===== src/rtl/s2a_pkg.sv =====
`default_nettype none
// ----------------------------------------------------------------------------
// s2a_pkg
// Shared types and constants for the signed integer to decimal text converter.
// ----------------------------------------------------------------------------
package s2a_pkg;

    localparam int VALUE_W     = 32;
    localparam int NUM_DIGITS  = 10;
    localparam int BCD_W       = 4 * NUM_DIGITS;
    localparam int DIG_IDX_W   = 4;
    localparam int NUM_DAB     = 4;                  // shift-add-3 stages
    localparam int BITS_PER_DAB = VALUE_W / NUM_DAB; // bits consumed per stage

    localparam logic [7:0] ASCII_ZERO  = 8'd48;
    localparam logic [7:0] ASCII_MINUS = 8'd45;

    // Item as it travels down the conversion pipeline.
    typedef struct packed {
        logic                 neg;
        logic [VALUE_W-1:0]   bin;   // remaining magnitude bits, MSB first
        logic [BCD_W-1:0]     bcd;   // digits built so far
    } t_dab;

endpackage : s2a_pkg
`default_nettype wire


===== src/rtl/s2a_dabble_stage.sv =====
`default_nettype none
// ----------------------------------------------------------------------------
// s2a_dabble_stage
// One register stage of the binary to BCD converter: shifts a fixed number of
// magnitude bits into the BCD digits, with add-3 correction before each shift.
// ----------------------------------------------------------------------------
module s2a_dabble_stage (
    input  wire logic         i_clk,
    input  wire logic         i_rst_n,
    input  wire logic         i_valid,
    input  wire s2a_pkg::t_dab i_data,
    output logic              o_ready,
    output logic              o_valid,
    output s2a_pkg::t_dab     o_data,
    input  wire logic         i_ready
);
    import s2a_pkg::*;

    logic r_valid;
    t_dab r_data;
    t_dab n_data;

    always_comb begin
        t_dab t;
        t = i_data;
        for (int s = 0; s < BITS_PER_DAB; s++) begin
            for (int d = 0; d < NUM_DIGITS; d++) begin
                if (t.bcd[d*4 +: 4] >= 4'd5) begin
                    t.bcd[d*4 +: 4] = t.bcd[d*4 +: 4] + 4'd3;
                end
            end
            {t.bcd, t.bin} = {t.bcd[BCD_W-2:0], t.bin, 1'b0};
        end
        n_data = t;
    end

    assign o_ready = !r_valid || i_ready;
    assign o_valid = r_valid;
    assign o_data  = r_data;

    always_ff @(posedge i_clk) begin
        if (!i_rst_n) begin
            r_valid <= 1'b0;
        end else if (o_ready) begin
            r_valid <= i_valid;
        end
    end

    always_ff @(posedge i_clk) begin
        if (o_ready && i_valid) begin
            r_data <= n_data;
        end
    end

endmodule : s2a_dabble_stage
`default_nettype wire


===== src/rtl/s2a_serializer.sv =====
`default_nettype none
// ----------------------------------------------------------------------------
// s2a_serializer
// Takes a converted number and sends its text one character per cycle:
// optional minus sign, then digits from the leading nonzero one down.
// ----------------------------------------------------------------------------
module s2a_serializer (
    input  wire logic          i_clk,
    input  wire logic          i_rst_n,
    input  wire logic          i_valid,
    input  wire s2a_pkg::t_dab i_data,
    output logic               o_ready,
    output logic               o_valid,
    output logic [7:0]         o_character,
    output logic               o_last
);
    import s2a_pkg::*;

    logic                 r_act;
    logic                 r_sign;
    logic [DIG_IDX_W-1:0] r_idx;
    logic [BCD_W-1:0]     r_bcd;
    logic [DIG_IDX_W-1:0] n_top;
    logic [3:0]           cur_digit;
    logic                 load;

    // Highest nonzero digit; zero gives index 0 so a lone '0' is sent.
    always_comb begin
        n_top = '0;
        for (int d = 0; d < NUM_DIGITS; d++) begin
            if (i_data.bcd[d*4 +: 4] != 4'd0) begin
                n_top = DIG_IDX_W'(d);
            end
        end
    end

    always_comb begin
        cur_digit = r_bcd[3:0];
        for (int d = 0; d < NUM_DIGITS; d++) begin
            if (r_idx == DIG_IDX_W'(d)) begin
                cur_digit = r_bcd[d*4 +: 4];
            end
        end
    end

    assign o_ready     = !r_act || (!r_sign && r_idx == '0);
    assign load        = i_valid && o_ready;
    assign o_valid     = r_act;
    assign o_character = r_sign ? ASCII_MINUS : (ASCII_ZERO + {4'b0000, cur_digit});
    assign o_last      = r_act && !r_sign && r_idx == '0;

    always_ff @(posedge i_clk) begin
        if (!i_rst_n) begin
            r_act <= 1'b0;
        end else if (load) begin
            r_act <= 1'b1;
        end else if (o_last) begin
            r_act <= 1'b0;
        end
    end

    always_ff @(posedge i_clk) begin
        if (load) begin
            r_sign <= i_data.neg;
            r_idx  <= n_top;
            r_bcd  <= i_data.bcd;
        end else if (r_act) begin
            if (r_sign) begin
                r_sign <= 1'b0;
            end else if (r_idx != '0) begin
                r_idx <= r_idx - 1'b1;
            end
        end
    end

    a_idx_range: assert property (@(posedge i_clk) disable iff (!i_rst_n)
        r_act |-> r_idx < DIG_IDX_W'(NUM_DIGITS))
        else $error("digit index out of range");

    a_sign_first: assert property (@(posedge i_clk) disable iff (!i_rst_n)
        (load && i_data.neg) |=> (o_valid && o_character == ASCII_MINUS && !o_last))
        else $error("negative number must start with minus");

    a_no_idle_gap: assert property (@(posedge i_clk) disable iff (!i_rst_n)
        (r_act && !o_last) |=> o_valid)
        else $error("text of a number interrupted");

endmodule : s2a_serializer
`default_nettype wire


===== src/rtl/signed_int_to_decimal_ascii.sv =====
`default_nettype none
// ----------------------------------------------------------------------------
// signed_int_to_decimal_ascii
// Converts a signed 32-bit integer to its decimal ASCII text, most
// significant character first, with a last flag on the final character.
// ----------------------------------------------------------------------------
// Channel   Direction  Signals                        Transfer
// input     in         start, busy, i_value           start && !busy
// result    out        o_valid, o_character, o_last   every cycle o_valid is high
//
// Pipeline: sign/magnitude register, four shift-add-3 stages of eight bits,
// then the character serializer. After the input transfer, a number passes
// the sign/magnitude register and each stage register in turn before the
// serializer loads it and puts out its first character. A number has
// 1 to 11 characters; the serializer's single output port sets the rate.
// busy backs up through the stages while the serializer is sending.
// Reset clears all valid bits; no clearing pass is needed.
// ----------------------------------------------------------------------------
module signed_int_to_decimal_ascii (
    input  wire logic                         i_clk,
    input  wire logic                         i_rst_n,
    input  wire logic                         start,
    output logic                              busy,
    input  wire logic [s2a_pkg::VALUE_W-1:0]  i_value,
    output logic                              o_valid,
    output logic [7:0]                        o_character,
    output logic                              o_last
);
    import s2a_pkg::*;

    logic r_v0;
    t_dab r_d0;
    t_dab n_d0;
    logic rdy0;

    logic       v   [NUM_DAB+1];
    t_dab       d   [NUM_DAB+1];
    logic       rdy [NUM_DAB+1];

    // Magnitude in unsigned arithmetic so the most negative value works.
    always_comb begin
        n_d0.neg = i_value[VALUE_W-1];
        n_d0.bin = i_value[VALUE_W-1] ? (VALUE_W'(0) - i_value) : i_value;
        n_d0.bcd = '0;
    end

    assign rdy0 = !r_v0 || rdy[0];
    assign busy = !rdy0;

    always_ff @(posedge i_clk) begin
        if (!i_rst_n) begin
            r_v0 <= 1'b0;
        end else if (rdy0) begin
            r_v0 <= start;
        end
    end

    always_ff @(posedge i_clk) begin
        if (start && rdy0) begin
            r_d0 <= n_d0;
        end
    end

    assign v[0] = r_v0;
    assign d[0] = r_d0;

    for (genvar g = 0; g < NUM_DAB; g++) begin : g_dab
        s2a_dabble_stage u_stage (
            .i_clk   (i_clk),
            .i_rst_n (i_rst_n),
            .i_valid (v[g]),
            .i_data  (d[g]),
            .o_ready (rdy[g]),
            .o_valid (v[g+1]),
            .o_data  (d[g+1]),
            .i_ready (rdy[g+1])
        );
    end

    s2a_serializer u_ser (
        .i_clk       (i_clk),
        .i_rst_n     (i_rst_n),
        .i_valid     (v[NUM_DAB]),
        .i_data      (d[NUM_DAB]),
        .o_ready     (rdy[NUM_DAB]),
        .o_valid     (o_valid),
        .o_character (o_character),
        .o_last      (o_last)
    );

    a_busy_full: assert property (@(posedge i_clk) disable iff (!i_rst_n)
        busy |-> (r_v0 && !rdy[0]))
        else $error("busy without a stalled first stage");

    a_hold_stalled: assert property (@(posedge i_clk) disable iff (!i_rst_n)
        busy |=> (r_v0 && $stable(r_d0)))
        else $error("stalled item changed");

    a_last_valid: assert property (@(posedge i_clk) disable iff (!i_rst_n)
        o_last |-> o_valid)
        else $error("last flag outside a transfer");

endmodule : signed_int_to_decimal_ascii
`default_nettype wire

===== config.mk =====
export PLATFORM = sky130hd
export DESIGN_NAME = signed_int_to_decimal_ascii
export DESIGN_NICKNAME = d
export VERILOG_FILES = /design/src/rtl/s2a_pkg.sv /design/src/rtl/s2a_dabble_stage.sv /design/src/rtl/s2a_serializer.sv /design/src/rtl/signed_int_to_decimal_ascii.sv
export SDC_FILE = /design/constraint.sdc
export NUM_CORES = 1
export LEC_CHECK = 0
export ABC_AREA = 1
export BUFFER_PORTS_ARGS = -buffer_cell sky130_fd_sc_hd__clkbuf_2
export CAP_MARGIN = 40
export CELL_PAD_IN_SITES_DETAIL_PLACEMENT = 0
export CELL_PAD_IN_SITES_GLOBAL_PLACEMENT = 1
export CORE_MARGIN = 1.5
export CORE_UTILIZATION = 30
export CTS_CLUSTER_DIAMETER = 80
export CTS_CLUSTER_SIZE = 12
export DETAILED_ROUTE_END_ITERATION = 8
export PLACE_DENSITY = 0.66
export SLEW_MARGIN = 20
export SYNTH_ARGS = -nofsm -noshare
export SYNTH_HDL_FRONTEND = slang
export SYNTH_HIERARCHICAL = 1
export SYNTH_SLANG_ARGS = --single-unit

===== constraint.sdc =====
create_clock -name i_clk -period 14.28 [get_ports i_clk]
set_input_delay 1.428 -clock i_clk [delete_from_list [all_inputs] [get_ports i_clk]]
set_output_delay 1.428 -clock i_clk [all_outputs]
set_load 0.01 [all_outputs]

# After elaboration in Yosys (flattened, before gate mapping)

Index checks and enable logic that the tools add are counted.

Reduce and logical (&&, ||, !) cells: 38
Magnitude comparators: 265
Add/sub/neg operators: 268
Muxes and demuxes: 293
Equal/unequal tests: 10

Operators with widths:

| operator                                                                            | count |
|---|---|
| 4-bit 2-to-1 mux                                                                    | 257 |
| 4-bit by 3-bit greater-or-equal comparator with 1-bit output, second input constant | 255 |
| 4-bit by 2-bit adder with 4-bit output, second input constant                       | 234 |
| 3-bit 2-to-1 mux                                                                    | 26 |
| 3-bit by 2-bit adder with 3-bit output, second input constant                       | 21 |
| 4-bit nonzero test                                                                  | 10 |
| 1-bit by 32-bit subtractor with 32-bit output, first input constant                 | 1 |
| 31-bit 2-to-1 mux                                                                   | 1 |
| 1-bit by 2-bit adder with 3-bit output, second input constant                       | 9 |
| 1-bit by 3-bit greater-or-equal comparator with 1-bit output, second input constant | 9 |
| 4-bit by 3-bit equality test with 1-bit output, second input constant               | 4 |
| 1-bit logical AND                                                                   | 9 |
| 4-bit by 2-bit equality test with 1-bit output, second input constant               | 2 |
| 4-bit equality test, second input constant                                          | 2 |
| 1-bit zero test                                                                     | 8 |
| 8-bit 2-to-1 mux                                                                    | 1 |
| 6-bit by 4-bit adder with 7-bit output, first input constant                        | 1 |
| 1-bit logical OR                                                                    | 6 |
| 1-bit 2-to-1 mux                                                                    | 6 |
| 2-bit nonzero test                                                                  | 3 |
| 4-bit by 1-bit equality test with 1-bit output, second input constant               | 1 |
| 4-bit zero test                                                                     | 1 |
| 2-bit 2-to-1 mux                                                                    | 2 |
| 4-bit by 1-bit subtractor with 4-bit output, second input constant                  | 1 |
| 4 further kinds                                                                     | 4 |

Output and inout bits: 11
Register bits: 284
Word-level logic and storage cells: 898

# Longest topological paths before layout

Word-level depth: 16
Depth in mapped cells: 60
Gate-level depth less buffers: 60

# By module

The synthesis kept the hierarchy.

By module, submodules not included:

| module                      | cells an instance | instances | area each (um^2) |
|---|---|---|---|
| s2a_dabble_stage            | 1,608             | 4         | 9,944.5 |
| s2a_serializer              | 242               | 1         | 2,313.5 |
| signed_int_to_decimal_ascii | 259               | 1         | 2,054.5 |

# Worst setup path after synthesis

OpenSTA, ideal clock, no wires.

Path type: reg2reg
Start: register, netlist name g_dab[0].u_stage/o_data[32]
End: register g_dab[1].u_stage.r_data, in the netlist g_dab[1].u_stage/o_data[37] (data pin)
Slack: 8,561 ps
Arrival: 5,467 ps
Required time: 14,028 ps
Cell stages (with the launch flop): 60
Period minus slack after synthesis: 5,719 ps
Path through: edfxtp_1 > inv_1 > ha_1 > inv_1 > nand2_1 > nand3_2 > nand3_1 > inv_1 > ha_1 > inv_1 > nand3_1 > nand2_1 > nand2_1 > nand2_1 > nand2_1 > inv_1 > ha_1 > inv_1 > (+24 left out) > nand2_1 > nand2_1 > inv_1 > ha_1 > inv_1 > nand4_1 > nand2_1 > nand2_1 > nand2_1 > nand2_1 > inv_1 > ha_1 > inv_1 > or2_2 > nand3_1 > nand2_1 > nand2_1 > nand2_1

RTL lines:

| item                   | line                   | source |
|---|---|---|
| end signal: assignment | s2a_dabble_stage.sv:51 | `r_data <= n_data;` |
| end: declaration       | s2a_dabble_stage.sv:20 | `t_dab r_data;` |

==> impl_metrics.sql <==
INSERT INTO impl_metrics (metric_group, metric, value, unit) VALUES
('status', 'status', 'finished, final reports clean', ''),
('synthesis', 'syn_inst', '6849', ''),
('finish', 'post_route_cells_drive_above_1_share', '0.1455', ''),
('clock_tree', 'clk_root_buffer_cell', 'clkbuf_16', ''),
('synthesis', 'synth_area_per_cell', '6.198', 'um^2'),
('floorplan', 'top_level_ports', '46', ''),
('min_path', 'worst_hold_path.num_cells', '0', ''),
('synthesis', 'yosysWarningCount', '6', ''),
('synthesis', 'netlist_area', '0.04245', 'mm^2'),
('grt', 'grt_first_pass_wirelength', '159600', 'um'),
('finish', 'area_growth_syn_to_layout', '9.930', '%'),
('clock_tree', 'cts_tree', 'yes', ''),
('grt', 'globalRoute.totalOverflow', '0', ''),
('placement', 'place_hpwl', '78000', 'um'),
('timing', 'finalHoldViolations', '0', ''),
('drt', 'drt_iter0_markers', '1226', ''),
('job', 'timing.max_cap.violations', '0', ''),
('grt', 'number_of_antenna_violations_at_the_first_check_in_global_routing', '1', ''),
('setup_path', 'rr_worst_depth', '59', ''),
('setup_path', 'worstSetupPathType', 'flop to flop', ''),
('timing', 'timing.clock.skew', '0.03139', 'ns'),
('timing', 'max_clock_freq', '154.4', 'MHz'),
('placement', 'gp_routability_congestion', '0.7829', ''),
('timing', 'worst-slew-pin-transition', '0.8428', 'ns'),
('finish', 'final.fill_count', '15304', ''),
('setup_path', 'worst_ep_required', '14.60', 'ns'),
('grt', 'grt_pass1_vias', '37182', ''),
('floorplan', 'initial_core_util', '0.3031', ''),
('clock_tree', 'clock_tree.buffer_depth', '3', ''),
('clock_tree', 'post_cts.resized_instances', '0', ''),
('setup_path', 'critical-path-slowest-cell', 'edfxtp_1', ''),
('finish', 'diodes', '0', ''),
('clock_tree', 'clock_sinks', '296', ''),
('clock_tree', 'clkLatencyLatePin', '0.58', 'ns'),
('finish', 'final_util', '0.3332', ''),
('clock_tree', 'cts.reportedPaths.clkPinSlew', '0.06', 'ns'),
('floorplan', 'die_h', '379.2', 'um'),
('drt', 'antenna_left', '0', ''),
('setup_path', 'kind_of_start_point_of_the_critical_path', 'flop', ''),
('timing', 'slew_headroom', '0.4381', ''),
('floorplan', 'die_w', '379.2', 'um'),
('timing', 'layout_min_cycle_time', '6.477', 'ns'),
('setup_path', 'critPathCaptureType', 'flop', ''),
('timing', 'rsz0062_at_grt', 'false', ''),
('timing', 'fin_tns_setup', '0', 'ns'),
('timing', 'min_period_over_period', '0.4536', ''),
('clock_tree', 'postCtsSetupRepairBufs', '0', ''),
('grt', 'grt_start_max_net_pins', '58', ''),
('grt', 'grtUsageTotal', '0.1282', ''),
('finish', 'final_net_count', '7339', ''),
('min_path', 'min_path_type', 'flop to flop', ''),
('drt', 'routed_via_density', '4.441', ''),
('floorplan', 'coreArea', '0.1400', 'mm^2'),
('timing', 'drv_slew', '0', ''),
('drt', 'remaining_drc_errors', '0', ''),
('floorplan', 'floorplan.rows', '137', ''),
('setup_path', 'critPathMaxStageDelay', '0.41', 'ns'),
('drt', 'routed-via-count', '39774', ''),
('drt', 'drt-total-wl', '91060', 'um'),
('setup_path', 'worstPathMaxFanout', '4', ''),
('clock_tree', 'numCtsBuffers', '36', ''),
('setup_path', 'path_common_cell', 'nand2_1', ''),
('setup_path', 'crit_arrival', '6.80', 'ns'),
('timing', 'setup-violations-final', '0', ''),
('drt', 'drt_pre_antenna_iters', '6', ''),
('placement', 'portBuffers', '42', ''),
('clock_tree', 'cts.hold.buffers_added', '0', ''),
('floorplan', 'area_of_the_die', '0.1438', 'mm^2'),
('clock_tree', 'cts.htree.levels', '2', ''),
('drt', 'post_drt_wl_per_cell', '10.17', 'um'),
('timing', 'timing.hold.ws', '0.4101', 'ns');
## layer usage
layer | global-route usage | part of all wire | up-vias
li1 | - | - | 22265
met1 | 0.1378 | 0.43 | 17243
met2 | 0.2640 | 0.54 | 189
met3 | 0.01260 | 0.016 | 77
met4 | 0.02551 | 0.016 | 0
met5 | 0 | 0 | -
## registers in the layout, indices dropped and copies added (netlist names)
name / cells
g_dab.u_stage/o_data: 212
u_ser/r_bcd: 40
d: 33
g_dab.u_stage/o_valid: 4
u_ser/r_idx: 4
r_v0: 1
u_ser/o_valid: 1
u_ser/r_sign: 1
## per-stage QoR
stage / cells / setup slack [ns] / instance area (um^2)
6_report: 8957 / 7.803 / 46660
5_1_grt: 8957 / 6.759 / 46660
4_1_cts: 8957 / 7.813 / 46660
3_5_place_dp: 8896 / 7.893 / 45540
3_3_place_gp: 8895 / 7.855 / 45520
2_1_floorplan: 6979 / 8.561 / 42940
## area by class of cell
type	count	area, um^2	area share
inverter	1190	4467	0.09572
clock buffer	47	984.7	0.02110
sequential	296	8828	0.1892
timing repair buffer	48	267.8	0.005738
multi-input combinational	5486	29630	0.6350
clock inverter	14	138.9	0.002976
tap	1876	2347	0.05030
## placed cells by master, fill, tap and decap left out, types with 64 or more instances in the layout
| cell type | instances |
|---|---|
| nand2_1 | 2595 |
| conb_1 | 133 |
| xor2_1 | 82 |
| nand4_1 | 171 |
| nand3_2 | 185 |
| o21ai_1 | 85 |
| ha_1 | 246 |
| edfxtp_1 | 290 |
| nand2_2 | 418 |
| o21ai_0 | 129 |
| o21ai_2 | 111 |
| nor2_1 | 146 |
| a21o_1 | 64 |
| inv_2 | 80 |
| inv_1 | 1106 |
| nand3_1 | 767 |
## worst paths after layout
check / to / from / slack, ns
setup / recovery: g_dab[1].u_stage/o_data[38]$_DFFE_PP_ / g_dab[0].u_stage/o_data[32]$_DFFE_PP_ / 7.80
hold / removal: g_dab[0].u_stage/o_data[56]$_DFFE_PP_ / d[340]$_DFFE_PP_ / 0.41
setup reg to reg: g_dab[1].u_stage/o_data[38]$_DFFE_PP_ / g_dab[0].u_stage/o_data[32]$_DFFE_PP_ / 7.80
hold reg to reg: g_dab[0].u_stage/o_data[56]$_DFFE_PP_ / d[340]$_DFFE_PP_ / 0.41
## worst max-delay path: cells and delay by family, from the launching register on
kind	cells	cell delay, ns
buffers and inverters	13	0.83
adders and majority gates	8	1.37
and+or+nand+nor	38	3.59
DFF	1	0.41
Power is not shown: default switching activity piles up to over one toggle a cycle in this logic, so the estimate is an artifact.
